**src/rtl/dwd_pkg.sv**
```systemverilog
package dwd_pkg;

	// bias that makes (day_number - 1) nonnegative, a whole number of weeks
	localparam logic [32:0] DAY_BIAS = 33'd2147483652;

	// exact reciprocal for x / 7 with x below 2**19
	localparam int          DIV7_SHIFT = 22;
	localparam logic [19:0] DIV7_MULT  = 20'(((64'd1 << DIV7_SHIFT) + 64'd6) / 64'd7);

	// 400-year cycle split, exact reciprocal for x / 20871 with x below 2**31
	localparam int          CYC_SHIFT = 46;
	localparam logic [15:0] CYC_WEEKS = 16'd20871;
	localparam logic [31:0] CYC_MULT  =
		32'(((64'd1 << CYC_SHIFT) + 64'd20870) / 64'd20871);

	// 4*weeks + 2 rebased so that it is never negative
	localparam logic [31:0] CYC_BIAS  = 32'd18673;
	localparam logic [18:0] CENT_BIAS = 19'd58797;

	// weeks to years mapping
	localparam logic [7:0] YEAR_SLOPE = 8'd157;
	localparam int         YEAR_SHIFT = 13;
	localparam logic [7:0] OFS_BASE   = 8'd18;
	localparam logic [7:0] OFS_STEP   = 8'd22;

	// exact reciprocal for x / 157 with x below 2**13
	localparam int          WK_SHIFT = 21;
	localparam logic [13:0] WK_MULT  = 14'(((64'd1 << WK_SHIFT) + 64'd156) / 64'd157);

	localparam logic signed [23:0] YEARS_PER_CENT = 24'sd100;
	localparam logic signed [23:0] YEAR_TOP       = 24'sd32767;
	localparam logic signed [23:0] YEAR_FLOOR     = -24'sd32769;
	localparam logic [15:0]        YEAR_SAT_HI    = 16'h7fff;
	localparam logic [15:0]        YEAR_SAT_LO    = 16'h8000;

	typedef struct packed {
		logic [31:0] cyc_num;
		logic [2:0]  weekday;
	} wk_t;

	typedef struct packed {
		logic signed [16:0] cent;
		logic [12:0]        sw_q;
		logic [2:0]         weekday;
	} cyc_t;

endpackage

```
**src/rtl/dwd_cyc.sv**
```systemverilog
module dwd_cyc (
	input  logic            clk,
	input  logic            arst_n,
	input  logic            in_valid,
	output logic            in_ready,
	input  dwd_pkg::wk_t    in_word,
	output logic            out_valid,
	input  logic            out_ready,
	output dwd_pkg::cyc_t   out_word
);
	import dwd_pkg::*;

	logic        valid_s6, valid_s7, valid_s8, valid_s9;
	logic        en_s6, en_s7, en_s8, en_s9;
	logic [47:0] ph2_s6;
	logic [15:0] hi2_s6, lo2_s6;
	logic [2:0]  wd_s6, wd_s7, wd_s8;
	logic [1:0]  qh2_s7, qh2_s8;
	logic [30:0] x3_s7, x3_s8;
	logic [62:0] p3_s8;
	logic [1:0]  qh2;
	logic [15:0] rh2;
	logic [15:0] q3;
	logic [30:0] sw;
	cyc_t        word_s9;

	assign en_s9    = !valid_s9 || out_ready;
	assign en_s8    = !valid_s8 || en_s9;
	assign en_s7    = !valid_s7 || en_s8;
	assign en_s6    = !valid_s6 || en_s7;
	assign in_ready = en_s6;

	assign qh2 = ph2_s6[CYC_SHIFT+1:CYC_SHIFT];
	assign rh2 = hi2_s6 - 16'(qh2) * CYC_WEEKS;
	assign q3  = p3_s8[CYC_SHIFT+15:CYC_SHIFT];
	assign sw  = x3_s8 - 31'(q3) * 31'(CYC_WEEKS);

	always_ff @(posedge clk or negedge arst_n) begin
		if (!arst_n) begin
			valid_s6 <= 1'b0;
			valid_s7 <= 1'b0;
			valid_s8 <= 1'b0;
			valid_s9 <= 1'b0;
		end else begin
			if (en_s6) valid_s6 <= in_valid;
			if (en_s7) valid_s7 <= valid_s6;
			if (en_s8) valid_s8 <= valid_s7;
			if (en_s9) valid_s9 <= valid_s8;
		end
	end

	always_ff @(posedge clk) begin
		if (en_s6) begin
			ph2_s6 <= in_word.cyc_num[31:16] * CYC_MULT;
			hi2_s6 <= in_word.cyc_num[31:16];
			lo2_s6 <= in_word.cyc_num[15:0];
			wd_s6  <= in_word.weekday;
		end
		if (en_s7) begin
			qh2_s7 <= qh2;
			x3_s7  <= {rh2[14:0], lo2_s6};
			wd_s7  <= wd_s6;
		end
		if (en_s8) begin
			p3_s8  <= x3_s7 * CYC_MULT;
			x3_s8  <= x3_s7;
			qh2_s8 <= qh2_s7;
			wd_s8  <= wd_s7;
		end
		if (en_s9) begin
			// rebased quotient back to a signed century count
			word_s9.cent    <= 17'({1'b0, qh2_s8, q3} - CENT_BIAS);
			word_s9.sw_q    <= sw[14:2];
			word_s9.weekday <= wd_s8;
		end
	end

	assign out_valid = valid_s9;
	assign out_word  = word_s9;

endmodule

```
**config.mk**
```make
export PLATFORM = sky130hd
export DESIGN_NAME = dwd_cyc
export DESIGN_NICKNAME = d
export VERILOG_FILES = /design/src/rtl/dwd_pkg.sv /design/src/rtl/dwd_cyc.sv
export SDC_FILE = /design/constraint.sdc
export NUM_CORES = 2
export LEC_CHECK = 0
export ABC_AREA = 1
export ABC_CLOCK_PERIOD_IN_PS = 5900
export BUFFER_PORTS_ARGS = -buffer_cell sky130_fd_sc_hd__buf_4
export CORE_MARGIN = 4
export CORE_UTILIZATION = 39
export DETAILED_ROUTE_END_ITERATION = 10
export HOLD_SLACK_MARGIN = 0.05
export SYNTH_ARGS = -nofsm -noshare
export SYNTH_HDL_FRONTEND = slang
export SYNTH_SLANG_ARGS = --single-unit
```
**constraint.sdc**
```tcl
create_clock -name clk -period 5.9 [get_ports clk]
set_input_delay 0.59 -clock clk [delete_from_list [all_inputs] [get_ports clk]]
set_output_delay 0.59 -clock clk [all_outputs]
set_load 0.01 [all_outputs]
```
Word level (Yosys, flattened, before mapping) --
Index checks and enable logic that the tools add are counted.
Operators by class: $add $sub $neg 3, $mul 4, reduce and logical (&&, ||, !) cells 8
Operator list (count):
- $mul A31 B32 Y62 const B | 1
- $mul A16 B32 Y48 const B | 1
- $sub A15 B15 Y15 | 2
- $sub A17 B16 Y17 const B | 1
- $mul A16 B15 Y15 const B | 1
- $mul A2 B15 Y15 const B | 1
- $logic_not A1 Y1 | 4
- $logic_or A1 B1 Y1 | 4
Word-level totals: register bits 235, input bits 39, word-level logic and storage cells 33

Logic depth before layout (Yosys ltp) --
word-level depth 5, depth in mapped cells 29, mapped depth without buffers 29

Worst setup path after synthesis --
No wires, ideal clock.
path kind flip-flop to flip-flop, from register x3_s7[5], to register p3_s8[61] (data pin), library setup time 0.252 ns, arrival time 5.939 ns, data required time 5.648 ns, setup slack -0.291 ns, stages on the path, launching flop included 25, path buffers 0, period minus slack after synthesis 6.191 ns, cell sequence edfxtp_1 > fa_1 > inv_1 > fa_1 > inv_1 > fa_1 > inv_1 > fa_1 > inv_1 > fa_1 > fa_1 > fa_1 > inv_1 > fa_1 > inv_1 > ha_1 > nand2_1 > nor2_1 > nand2_1 > nor3_1 > nand2_1 > nand3_1 > nand2_1 > nand3_1 > nand2_1
On the way: cells in the longest elaborated chain, start to end 1
Ends and longest elaborated chain:
- from (decl) | line dwd_cyc.sv:19 | logic [30:0] x3_s7, x3_s8;
- from (signal assigned) | line dwd_cyc.sv:61 | x3_s7 <= {rh2[14:0], lo2_s6};
- $mul A31 B32 Y62 | line dwd_cyc.sv:65 | p3_s8 <= x3_s7 * CYC_MULT;
- to (signal assigned) | line dwd_cyc.sv:65
- to (decl) | line dwd_cyc.sv:20 | logic [62:0] p3_s8;
Every way passes these cells. A chain may end at the register's enable or synchronous reset.

Final worst setup path --
from register x3_s7[5], to register p3_s8[60] (data pin)
The elaborated chain is that of the path after synthesis.

==> impl_metrics.toml <==
[run_status]
status = "complete, but fails checks"
failed_checks = "setup timing"

[routing]
antenna_left = 0
drt-total-wl_um = 97700
dr.pass1.iters = 5
drc = 0
drt-wirelength-per-cell_um = 18.6
vias = 24800
viasPerCell = 4.74
drt_iter0_markers = 1375

[yosys]
synthFlopType = "edfxtp_1"
synthCells = 3711
synth_cell_type_count = 39
syn_area_um2 = 34500
syn_nets = 5025
ys_ff_latch = 143
ys_seq_area_share_pct = 12.4
synth_edf_count = 139
yosysWarningCount = 0
synthArstFlopShare_pct = 2.80
synth.avg_cell_area_um2 = 9.31

[critical_path]
critPathSlowestCell = "fa_1"
crit_path_end_kind = "flip-flop"
cp.required_ps = 6150
critPathBufInv = 6
crit_path_start_kind = "flip-flop"
slowest_delay_ps = 600
reg2reg_slack_ps = -370
crit_arrival_ps = 6520
critical_path.most_common_cell = "fa_1"
crit_path_max_fanout = 3
cp_cell_sequence = "fa_1 -> inv_2 -> fa_2 -> inv_2 -> fa_1 -> inv_1 -> fa_1 -> inv_2 -> fa_1 -> fa_2 -> fa_1 -> inv_1 -> fa_1 -> inv_2 -> ha_4 -> nand2_8 -> nor2_4 -> nand2_2 -> nor2_1 -> nand2_1 -> nand3b_1 -> nand2_1 -> nand3_1 -> nand2_1"
path_class = "flip-flop to flip-flop"
cpLargestDelayFamily = "adder cells"

[final_layout]
drive_gt1_share_pct = 16.0
layout_common_cells = "inv_1, ha_1, fa_1"
syn2layout_area_growth_pct = 16.7
final_nets = 5390
layout_commonest_cell = "inv_1"
diodes = 0

[cts]
clk_latency_ps = 500
numCtsBuffers = 17
cts_max_level = 4
cts_tree = "built"
cts.clk_slew.worst_paths_ps = 80
cts_num_sinks = 143
clockBufferDepth = 2
root_buffer = "clkbuf_16"

[sta]
finalSetupViolations = 16
min_period_ps = 6270
drv_slew = 0
fmax_mhz = 159
relSlewSlack_pct = 26.8
final-hold-violation-count = 0
finalCritPeriodShare_pct = 106
rsz0062_at_grt = "yes"
setup_slack_ps = -372
finClkSkew_ps = 16.3
tightestPinTransition_ps = 1100

[floorplan]
initial_core_util_pct = 39.6
rows = 108
floorplan.die.width_um = 306
core_um2 = 87300
die_area_um2 = 93400
io_pins = 74
dieHeight_um = 306

[flow_run]
drv_cap = 0

[placement]
dp_slack_ps = -553
hpwl_um = 85800
io_buffers = 73
gp_congestion = 0.964

[global_routing]
track_usage_pct = 21.7
grt_pass1_wl_um = 154000
grt-ovfl-total = 0
grt_max_degree = 37
antenna_found_initial = 0
grt_pass1_vias = 26800

[min_path]
hold_class = "input port to flip-flop"
==> what timing repair did <==
action | CTS | global route
setup buffers | 13 | 14
setup endpoints to repair | 16 | 16
gates resized for setup | 123 | 119
hold buffers | 1 | 0
hold endpoints to repair | 4 | 0
pin swaps | 80 | 82
==> cells by family (layout without fill, tap and decap cells) <==
group                    count (synthesis)  after routing  share of synthesized area (%)
XOR/XNOR                                63             63                           1.60
adder cells (fa/ha/maj)               1275           1275                           59.8
AND/OR/NAND/NOR                        919            919                           11.2
buffers and inverters                 1147           1525                           12.5
flip-flops                             143            143                           12.4
AO/OA/AOI/OAI                          164            164                           2.63
==> metal layers <==
layer	track usage [%]	vias up	part of all wire, %
met5	0	-	0
met4	8.14	0	4.2
met3	4.30	148	6.5
met2	35.3	629	46
met1	28.8	12200	43
li1	-	11900	-
==> path summary, 6_finish.rpt <==
check / start / endpoint / cells past startpoint
worst max register to register: x3_s7[5]$_DFFE_PP_ / p3_s8[60]$_DFFE_PP_ / 24
worst min-delay path: in_word[15] / lo2_s6[12]$_DFFE_PP_ / 1
min in group asynchronous: arst_n / valid_s7$_DFFE_PN0P_ / 2
max in group asynchronous: arst_n / out_valid$_DFFE_PN0P_ / 2
worst min register to register: lo2_s6[2]$_DFFE_PP_ / x3_s7[2]$_DFFE_PP_ / 0
worst max-delay path: x3_s7[5]$_DFFE_PP_ / p3_s8[60]$_DFFE_PP_ / 24
==> worst register-to-register path, delay by kind of cell, from the launching register on <==
kind | cells | cell delay [ps]
buf+inv | 6 | 330
flops | 1 | 410
simple gates | 9 | 870
fa+ha+maj | 9 | 4420
==> through the flow <==
step | cells | hold slack [ps] | instance area [um^2] | TNS, ps | utilization, %
finish | 5244 | 264 | 40300 | -4380 | 46.2
global route | 5244 | 249 | 40300 | -8040 | 46.2
CTS | 5230 | 228 | 39700 | -4390 | 45.5
detailed placement | 5184 | 390 | 38500 | -6620 | 44.2
global placement | 5184 | 390 | 38500 | -6190 | 44.2
floorplan | 3711 | 294 | 34700 | -1660 | -
==> flip-flops by register name (all words and copies together) (netlist names), 3 cells and up <==
signal and cells:
wd_s7 3, wd_s8 3, p3_s8 16, x3_s8 15, lo2_s6 16, out_word 33, wd_s6 3, x3_s7 31
hi2_s6 13, ph2_s6 4
==> cell type report <==
| class | count | area [um^2] |
|---|---|---|
| Inverter | 1147 | 4310 |
| Tap cell | 1155 | 1450 |
| Clock buffer | 17 | 425 |
| Multi-Input combinational cell | 2421 | 27000 |
| Clock inverter | 15 | 186 |
| Timing Repair Buffer | 346 | 2700 |
| Fill cell | 8381 | 47000 |
| Sequential cell | 143 | 4270 |
==> cells in the mapped netlist, drive strengths merged (4+ instances only) <==
| master | n | share of area (%) |
|---|---|---|
| nand3 | 71 | 1.0 |
| xnor2 | 24 | 0.61 |
| nand2 | 642 | 7.1 |
| dfrtp | 4 | 0.29 |
| ha | 650 | 24 |
| a21oi | 105 | 1.5 |
| o21bai | 7 | 0.15 |
| nand4 | 31 | 0.56 |
| inv | 1147 | 12 |
| o21ai | 29 | 0.43 |
| nand3b | 9 | 0.20 |
| and2 | 5 | 0.091 |
| fa | 625 | 36 |
| nor2 | 131 | 1.5 |
| or2 | 4 | 0.072 |
| edfxtp | 139 | 12 |
| nor3 | 22 | 0.47 |
| o21a | 7 | 0.15 |
| a21o | 6 | 0.13 |
| xor2 | 39 | 0.99 |
Power is not shown: default switching activity piles up to over one toggle a cycle in this logic, so the estimate is an artifact.
