**src/rtl/dwd_pkg.sv**
```systemverilog
package dwd_pkg;

	// bias that makes (day_number - 1) nonnegative, a whole number of weeks
	localparam logic [32:0] DAY_BIAS = 33'd2147483652;

	// exact reciprocal for x / 7 with x below 2**19
	localparam int          DIV7_SHIFT = 22;
	localparam logic [19:0] DIV7_MULT  = 20'(((64'd1 << DIV7_SHIFT) + 64'd6) / 64'd7);

	// 400-year cycle split, exact reciprocal for x / 20871 with x below 2**31
	localparam int          CYC_SHIFT = 46;
	localparam logic [15:0] CYC_WEEKS = 16'd20871;
	localparam logic [31:0] CYC_MULT  =
		32'(((64'd1 << CYC_SHIFT) + 64'd20870) / 64'd20871);

	// 4*weeks + 2 rebased so that it is never negative
	localparam logic [31:0] CYC_BIAS  = 32'd18673;
	localparam logic [18:0] CENT_BIAS = 19'd58797;

	// weeks to years mapping
	localparam logic [7:0] YEAR_SLOPE = 8'd157;
	localparam int         YEAR_SHIFT = 13;
	localparam logic [7:0] OFS_BASE   = 8'd18;
	localparam logic [7:0] OFS_STEP   = 8'd22;

	// exact reciprocal for x / 157 with x below 2**13
	localparam int          WK_SHIFT = 21;
	localparam logic [13:0] WK_MULT  = 14'(((64'd1 << WK_SHIFT) + 64'd156) / 64'd157);

	localparam logic signed [23:0] YEARS_PER_CENT = 24'sd100;
	localparam logic signed [23:0] YEAR_TOP       = 24'sd32767;
	localparam logic signed [23:0] YEAR_FLOOR     = -24'sd32769;
	localparam logic [15:0]        YEAR_SAT_HI    = 16'h7fff;
	localparam logic [15:0]        YEAR_SAT_LO    = 16'h8000;

	typedef struct packed {
		logic [31:0] cyc_num;
		logic [2:0]  weekday;
	} wk_t;

	typedef struct packed {
		logic signed [16:0] cent;
		logic [12:0]        sw_q;
		logic [2:0]         weekday;
	} cyc_t;

endpackage

```
**src/rtl/dwd_year.sv**
```systemverilog
module dwd_year (
	input  logic            clk,
	input  logic            arst_n,
	input  logic            in_valid,
	output logic            in_ready,
	input  dwd_pkg::cyc_t   in_word,
	output logic            out_valid,
	input  logic            out_ready,
	output logic [15:0]     iso_year,
	output logic [5:0]      iso_week,
	output logic [2:0]      weekday,
	output logic            in_range
);
	import dwd_pkg::*;

	logic                valid_s10, valid_s11, valid_s12;
	logic                en_s10, en_s11, en_s12;
	logic [19:0]         scaled_s10;
	logic signed [16:0]  cent_s10;
	logic [2:0]          wd_s10, wd_s11;
	logic [26:0]         pf_s11;
	logic signed [23:0]  years_s11;
	logic [15:0]         year_s12;
	logic [5:0]          week_s12;
	logic [2:0]          wd_s12;
	logic                inr_s12;
	logic [6:0]          cy;

	function automatic logic [7:0] cent_offset(input logic [1:0] cl);
		logic [2:0] c;
		unique case (cl)
			2'd0: c = 3'd3;
			2'd1: c = 3'd5;
			2'd2: c = 3'd0;
			2'd3: c = 3'd2;
			default: c = 3'd0;
		endcase
		return OFS_BASE + 8'(c) * OFS_STEP;
	endfunction

	assign en_s12   = !valid_s12 || out_ready;
	assign en_s11   = !valid_s11 || en_s12;
	assign en_s10   = !valid_s10 || en_s11;
	assign in_ready = en_s10;

	assign cy = scaled_s10[YEAR_SHIFT+6:YEAR_SHIFT];

	always_ff @(posedge clk or negedge arst_n) begin
		if (!arst_n) begin
			valid_s10 <= 1'b0;
			valid_s11 <= 1'b0;
			valid_s12 <= 1'b0;
		end else begin
			if (en_s10) valid_s10 <= in_valid;
			if (en_s11) valid_s11 <= valid_s10;
			if (en_s12) valid_s12 <= valid_s11;
		end
	end

	always_ff @(posedge clk) begin
		if (en_s10) begin
			scaled_s10 <= 20'(in_word.sw_q) * 20'(YEAR_SLOPE)
				+ 20'(cent_offset(in_word.cent[1:0]));
			cent_s10   <= in_word.cent;
			wd_s10     <= in_word.weekday;
		end
		if (en_s11) begin
			pf_s11    <= scaled_s10[YEAR_SHIFT-1:0] * WK_MULT;
			years_s11 <= 24'(cent_s10) * YEARS_PER_CENT + signed'({17'd0, cy});
			wd_s11    <= wd_s10;
		end
		if (en_s12) begin
			priority if (years_s11 >= YEAR_TOP) begin
				year_s12 <= YEAR_SAT_HI;
				inr_s12  <= 1'b0;
			end else if (years_s11 < YEAR_FLOOR) begin
				year_s12 <= YEAR_SAT_LO;
				inr_s12  <= 1'b0;
			end else begin
				year_s12 <= 16'(years_s11 + 24'sd1);
				inr_s12  <= 1'b1;
			end
			week_s12 <= pf_s11[WK_SHIFT+5:WK_SHIFT] + 6'd1;
			wd_s12   <= wd_s11;
		end
	end

	assign out_valid = valid_s12;
	assign iso_year  = year_s12;
	assign iso_week  = week_s12;
	assign weekday   = wd_s12;
	assign in_range  = inr_s12;

endmodule
```
**config.mk**
```make
export PLATFORM = sky130hd
export DESIGN_NAME = dwd_year
export DESIGN_NICKNAME = d
export VERILOG_FILES = /design/src/rtl/dwd_pkg.sv /design/src/rtl/dwd_year.sv
export SDC_FILE = /design/constraint.sdc
export NUM_CORES = 1
export LEC_CHECK = 0
export ABC_CLOCK_PERIOD_IN_PS = 8980
export CORE_MARGIN = 1.5
export CORE_UTILIZATION = 60
export DETAILED_ROUTE_END_ITERATION = 8
export DONT_BUFFER_PORTS = 1
export GPL_TIMING_DRIVEN = 0
export MAX_ROUTING_LAYER = met4
export PLACE_DENSITY = 0.73
export SETUP_SLACK_MARGIN = 0.15
export SLEW_MARGIN = 5
export SYNTH_ARGS = -nofsm -noshare
export SYNTH_HDL_FRONTEND = slang
export SYNTH_SLANG_ARGS = --single-unit
export TNS_END_PERCENT = 20
```
**constraint.sdc**
```tcl
create_clock -name clk -period 8.98 [get_ports clk]
set_input_delay 1.796 -clock clk [delete_from_list [all_inputs] [get_ports clk]]
set_output_delay 1.796 -clock clk [all_outputs]
set_load 0.01 [all_outputs]
```
# After elaboration in Yosys (flattened, before gate mapping)
# Cells that the tools add are included.
# totals
reg_bits	122
latchBits	0
ramBits	0
romBits	0
input_bits	37
elab_cells	38
n_memories	0
# op_classes
add_sub_neg	5
multipliers	4
div	0
magnitude_cmp	2
n_eq_ne	3
shifts	0
muxes	4
bitwise	0
reduce_logical	7
# op_table
cell	n
$mul 13x13->26 const B	1
$add 24x8->24	1
$ge 24x16->1 const B	1
$lt 24x17->1 const B	1
$mul 17x6->22 const B	1
$add 20x8->20	1
$mul 13x8->20 const B	1
$add 16x2->16 const B	1
$mux 16	1
$pmux 3 s4	1
$add 5x8->8 const A	1
$mul 3x4->7 const B	1
$add 6x1->6 const B	1
$eq 2x2->1 const B	2
$logic_not 1->1	3
$logic_or 1x1->1	3
$mux 3	1
$eq 2x1->1 const B	1
$logic_not 2->1	1
$mux 1	1

# Depth between registers and ports, before layout
# Gate-level depths: netlist of the first run.
# logic_depth
ltp_word	8
ltp_mapped	22
ltp_nobuf	22

# Worst setup path before layout of the first run
# Ideal clock, no wire load.
# synth_path
path_kind	input port to flip-flop
startpoint	in in_word[16] (netlist name)
endpoint	reg scaled_s10[19] (data pin)
t_arrival_ns	5.319
slack_ns	3.401
path_stages	16
path_cell_list	ha_1 > ha_1 > fa_1 > ha_1 > inv_1 > fa_1 > inv_1 > ha_1 > a21o_1 > a21o_1 > a21oi_1 > o21ai_0 > a2111oi_0 > o21bai_1 > a21oi_1 > xnor2_1
# synth_via
elab_chain_len	6
elab_cells_between_ends	9
# synth_rtl
element	line_no	text
start: declaration	dwd_year.sv:6	input dwd_pkg::cyc_t in_word,
$eq 2x2->1, or another cell as far along	dwd_year.sv:31	unique case (cl)
$pmux 3 s4 (*)	dwd_year.sv:31	
$mux 3 (*)	dwd_year.sv:61	if (en_s10) begin
$mul 3x4->7 (*)	dwd_year.sv:38	return OFS_BASE + 8'(c) * OFS_STEP;
$add 5x8->8 (*)	dwd_year.sv:38	
$add 20x8->20 (*)	dwd_year.sv:63	+ 20'(cent_offset(in_word.cent[1:0]));
end signal: assignment	dwd_year.sv:62	scaled_s10 <= 20'(in_word.sw_q) * 20'(YEAR_SLOPE)
end: declaration	dwd_year.sv:18	logic [19:0] scaled_s10;
# Every way passes the cells marked *; elsewhere a longest branch is shown, timed or not. The select of a mux whose other input is x is not followed.
# A chain may end at the register's enable or synchronous reset.

# Worst setup path after layout of the first run
# Same ends and word-level chain as after synthesis.

==> impl_results.md, run 1 <==
- Status: finished, final reports clean
- Placer Congestion: 0.835
- Most used DFF post-synth: edfxtp_1
- Htree depth: 3
- # hold bufs at CTS: 0
- Most frequent cells in the layout: ha_1, inv_1, edfxtp_1
- Die height: 135 um
- Initial core utilization: 61.1%
- Cell Count Post-Placement: 1170
- Row count: 48
- Period utilisation layout: 63.0%
- Cell count after synthesis: 942
- CTS tree: built
- Mean Syn Cell Area: 11.1 sq um
- Skew final: 0.00743 ns
- Max Slew Vio Count: 0
- DRC: 0
- Crit path DAT: 5.76 ns
- First-pass GRT wire length: 29.5 mm
- Buffers on Ports: 0
- Crit end category: register
- Final setup vio count: 0
- Layout area overhead: 6.18%
- Final hold vios: 0
- Mapped Area: 10500 sq um
- Core area: 17200 sq um
- RSZ-0062 raised after global routing: false
- Crit Path Max Fanout: 5
- Non-Filler Instances: 1186
- Antenna fix cells: 0
- Hold slack final: 0.422 ns
- Critical path class: in2reg
- CTS Buf Count: 9
- Critical path startpoint category: input pin
- DRT antenna net count: 0
- WL final: 16.7 mm
- Nets: 1286
- Worst EP required: 9.08 ns
- Register bit total from synthesis: 102
- Clk_lat worst skew: 0.35 ns
- Post-Syn Nets: 1272
- Antenna violations before repair: 0
- GRT Overall Usage: 20.8%
- Clock buffer depth: 2
- Post-CTS Repair Setup Buffers: 0
- Ys async rst share: 2.94%
- Dpl hpwl: 14.4 mm
- Post-synth EDFFs: 99
- CTS Sinks: 102
- Synth unique cells: 61
- CTS root buf: clkbuf_16
- Routed wire length per instance: 14.1 um
- Vias in the first global route: 6494
- Total gr overflow: 0
- Slew HR: 21.2%
- Sequential area share after synthesis: 29.1%
- Worst-Margin Slew: 1.18 ns
- Via count: 6413
- First-pass DRT Iterations: 5
- Post_cts resized: 0
- Post-route minimum period: 5.66 ns
- Max frequency: 177 MHz
- Initial DRC count: 220
- Leading cell type in the layout, fill and taps excluded: ha_1
- Final setup TNS: 0 ns
- Pin count of the biggest net entering global routing: 28
- Hold Path Class: reg2reg
- Yosys warns: 0
- Max Cap Violations: 0
- Die Wd: 135 um
- # IOs: 65
- Reg clk slew, reported paths: 0.07 ns
- DIE AREA: 18300 sq um
- Layout cell share with drive strength beyond 1: 3.43%
- Average via count per standard cell: 5.41
-- logic make-up after synthesis --
family | Yosys count | synth area share (%)
AO/OA/AOI/OAI | 133 | 8.63
XOR/XNOR | 68 | 5.68
flip-flops | 102 | 29.1
AND/OR/NAND/NOR | 146 | 7.58
multiplexers | 3 | 0.286
buffers and inverters | 197 | 7.08
adder cells (fa/ha/maj) | 293 | 41.7
-- stage by stage --
stage	cell area, sq um	util, %	setup slack, ns
finish	11100	64.8	3.32
global route	11100	64.8	3.03
CTS	11100	64.8	3.34
floorplan	10500	-	3.40
global placement	10800	62.7	3.07
detailed placement	10800	62.9	2.97
-- final timing paths --
kind / to / slack [ns] / cells past startpoint / from
setup / recovery: scaled_s10[19] / 3.32 / 16 / in_word[16]
hold / removal: wd_s11[1] / 0.42 / 0 / wd_s10[1]
setup reg to reg: pf_s11[25] / 3.72 / 16 / scaled_s10[4]
hold reg to reg: wd_s11[1] / 0.42 / 0 / wd_s10[1]
max in group asynchronous: valid_s11 / 7.78 / 0 / arst_n
min in group asynchronous: valid_s10 / 1.13 / 0 / arst_n
-- state kept, by name, indices dropped and copies added (netlist names) --
name,count
wd_s10,3
scaled_s10,20
cent_s10,17
years_s11,24
iso_year,16
iso_week,6
valid_s11,1
in_range,1
pf_s11,6
valid_s10,1
wd_s11,3
out_valid,1
weekday,3
-- critical path, stage by stage --
cell and delay (ns):
ha_1 0.20, ha_1 0.30, fa_1 0.48, ha_1 0.29
inv_1 0.05, fa_1 0.58, inv_1 0.05, ha_1 0.28
a21o_1 0.16, a21o_1 0.20, a21oi_1 0.18, o21ai_0 0.22
a2111oi_0 0.56, o21bai_1 0.15, a21oi_1 0.19, xnor2_1 0.07
-- synthesized netlist by cell type, types with 5 or more instances --
cell type	count	share of area, %
a21oi_1	28	1.3
nand2b_1	11	0.66
nor2_1	21	0.75
nand3_1	23	1.1
a211o_1	6	0.50
a21o_1	13	0.93
nor4_1	7	0.42
nor2b_1	7	0.42
clkbuf_1	8	0.29
xor2_1	22	1.8
edfxtp_1	99	28
o21a_1	5	0.36
nand4_1	6	0.36
o21ai_0	30	1.4
and2_1	5	0.30
a211oi_1	7	0.50
ha_1	199	24
fa_1	94	18
xnor2_1	46	3.8
nand2_1	28	1.0
nor3_1	9	0.43
and3_1	9	0.54
inv_1	187	6.7
-- final cells by class --
type	count	area (sq um)
plain buffers	10	40.0
clock buffers	10	239
clock inverters	6	86.3
fillers	1327	6040
inverters	187	702
multi-input cells	643	6700
flip-flops and latches	102	3050
well taps	225	282
repair buffers	3	41.3
-- layer usage --
| metal | routed length, um | share of wire (%) | GRT usage [%] |
|---|---|---|---|
| met1 | 8450 | 51 | 28.5 |
| met2 | 7480 | 45 | 32.6 |
| met3 | 583 | 3.5 | 3.63 |
| met4 | 216 | 1.3 | 5.26 |
| met5 | 0 | 0 | - |
Power of run 1 is left out: the tool's default activity adds up to more than one toggle a clock period on the data nets, which glitch-free logic cannot reach.
==> run 2, diff against run 1 <==
ABC_CLOCK_PERIOD_IN_PS = 5660   (was 8980)
clock period = 5.66 ns   (was 8.98 ns; I/O delays follow)
==> impl_results.md, run 2 (synthesis gave the netlist of run 1 again) <==
- Status: finished, final reports clean (unchanged)
- CTS root buf: clkbuf_16 (unchanged)
- Post-CTS Repair Setup Buffers: 0 (unchanged)
- Vias in the first global route: 6494 (unchanged)
- Reg2reg start: scaled_s10[3] (was scaled_s10[4])
- Dpl hpwl: 14.4 mm (unchanged)
- RSZ-0062 raised after global routing: false (unchanged)
- CTS Sinks: 102 (unchanged)
- Die Wd: 135 um (unchanged)
- Reg clk slew, reported paths: 0.07 ns (about the same)
- Post_cts resized: 0 (unchanged)
- Via count: 6398 (was 6413)
- DIE AREA: 18300 sq um (unchanged)
- Clk_lat worst skew: 0.35 ns (about the same)
- GRT Overall Usage: 20.8% (unchanged)
- Initial core utilization: 61.1% (unchanged)
- Final setup TNS: 0 ns (unchanged)
- DRT antenna net count: 0 (unchanged)
- CTS tree: built (unchanged)
- R2R cell count: 15 (was 16)
- Row count: 48 (unchanged)
- Min-Delay Endpoint: wd_s11[1] (unchanged)
- HP Start: wd_s10[1] (unchanged)
- Slew HR: 21.2% (about the same)
- Leading cell type in the layout, fill and taps excluded: ha_1 (unchanged)
- Pin count of the biggest net entering global routing: 28 (unchanged)
- Cell Area, Placed: 10800 sq um (unchanged)
- Buffers on Ports: 0 (unchanged)
- Final hold vios: 0 (unchanged)
- Placer Congestion: 0.835 (unchanged)
- Max Slew Vio Count: 0 (unchanged)
- Max Cap Violations: 0 (unchanged)
- First-pass DRT Iterations: 4 (was 5)
- Total gr overflow: 0 (unchanged)
- Critical path startpoint category: register (was input pin)
- Crit Path Max Fanout: 5 (unchanged)
- Skew final: 0.00686 ns (was 0.00743 ns)
- R2R Path End: pf_s11[25] (unchanged)
- DRC: 0 (unchanged)
- Clock buffer depth: 2 (unchanged)
- # hold bufs at CTS: 0 (unchanged)
- Routed wire length per instance: 14.1 um (about the same)
- Max reg flops: 24 (unchanged)
- Nets: 1286 (unchanged)
- Period utilisation layout: 91.6%
- Worst-Margin Slew: 1.18 ns (about the same)
- Most frequent cells in the layout: ha_1, inv_1, edfxtp_1 (unchanged)
- Final setup vio count: 0 (unchanged)
- Fill count: 1327 (unchanged)
- Worst EP required: 5.80 ns (was 9.08 ns)
- First-pass GRT wire length: 29.5 mm (unchanged)
- CTS Buf Count: 9 (unchanged)
- # IOs: 65 (unchanged)
- Layout cell share with drive strength beyond 1: 3.54% (was 3.43%)
- Regs by FF count: years_s11 x24, scaled_s10 x20, cent_s10 x17 (unchanged)
- Antenna fix cells: 0 (unchanged)
- Final Cell Area: 11100 sq um (about the same)
- Max frequency: 193 MHz
- Crit end category: register (unchanged)
- Critical path class: reg2reg (was in2reg)
- Crit path DAT: 5.33 ns (was 5.76 ns)
- Most flops, register: years_s11 (unchanged)
- Htree depth: 3 (unchanged)
- WHS Path Cells: 0 (unchanged)
- R2R Setup Slk: 0.47 ns (was 3.72 ns)
- WL final: 16.8 mm (was 16.7 mm)
- Average via count per standard cell: 5.39 (was 5.41)
- Layout area overhead: 6.24% (was 6.18%)
- Post-route minimum period: 5.19 ns
- Core area: 17200 sq um (unchanged)
- Initial DRC count: 238 (was 220)
- Hold Path Class: reg2reg (unchanged)
- Antenna violations before repair: 0 (unchanged)
- Die height: 135 um (unchanged)
-- run 2: changes by cell type in the layout (fill, tap and decap cells not counted) --
| cell | change |
|---|---|
| o221ai_1 | -1 |
| o221ai_2 | +1 |
-- run 2: through the flow --
stage | setup slack (ns) | hold WS, ns | utilization [%] | instances
6_report | 0.474 | 0.422 | 64.9 | 1186
5_1_grt | 0.217 | 0.434 | 64.9 | 1186
4_1_cts | 0.388 | 0.422 | 64.8 | 1186
3_5_place_dp | 0.313 | 0.405 | 62.9 | 1170
3_3_place_gp | 0.418 | 0.402 | 62.7 | 1167
2_1_floorplan | 0.745 | 0.400 | - | 942
-- run 2: per-layer routing --
layer	track usage [%]	wire (um)	up-vias
met3	3.63	577	14
met5	-	0	-
met2	32.6	7500	114
li1	-	-	3269
met1	28.5	8480	3001
met4	5.26	205	0
-- run 2: layout make-up --
cell class | count | area, sq um | share of cell area [%]
multi-input combinational | 643 | 6700 | 60.2
sequential | 102 | 3050 | 27.4
inverter | 187 | 702 | 6.30
tap | 225 | 282 | 2.53
clock buffer | 10 | 239 | 2.15
clock inverter | 6 | 86.3 | 0.775
timing repair buffer | 3 | 41.3 | 0.371
buffer | 10 | 40.0 | 0.359
-- run 2: worst max-delay path by stage --
stage                              from             end
after floorplan             in_word[16]  scaled_s10[19]
after global placement      in_word[16]  scaled_s10[19]
after detailed placement    in_word[16]  scaled_s10[19]
after CTS                 scaled_s10[4]      pf_s11[25]
after global routing      scaled_s10[3]      pf_s11[25]
final                     scaled_s10[3]      pf_s11[25]
-- run 2: worst max-delay path, stage by stage (launching register included) --
cell      delay (ns)
edfxtp_1        0.51
ha_1            0.38
fa_1            0.51
fa_1            0.51
fa_1            0.52
inv_1           0.05
fa_1            0.53
inv_1           0.05
ha_1            0.19
nor4_1          0.21
nand2_1         0.18
nor3_1          0.21
o31a_1          0.24
nor4_1          0.11
or4b_2          0.65
o311ai_0        0.13
Power of run 2 is left out for the same reason.
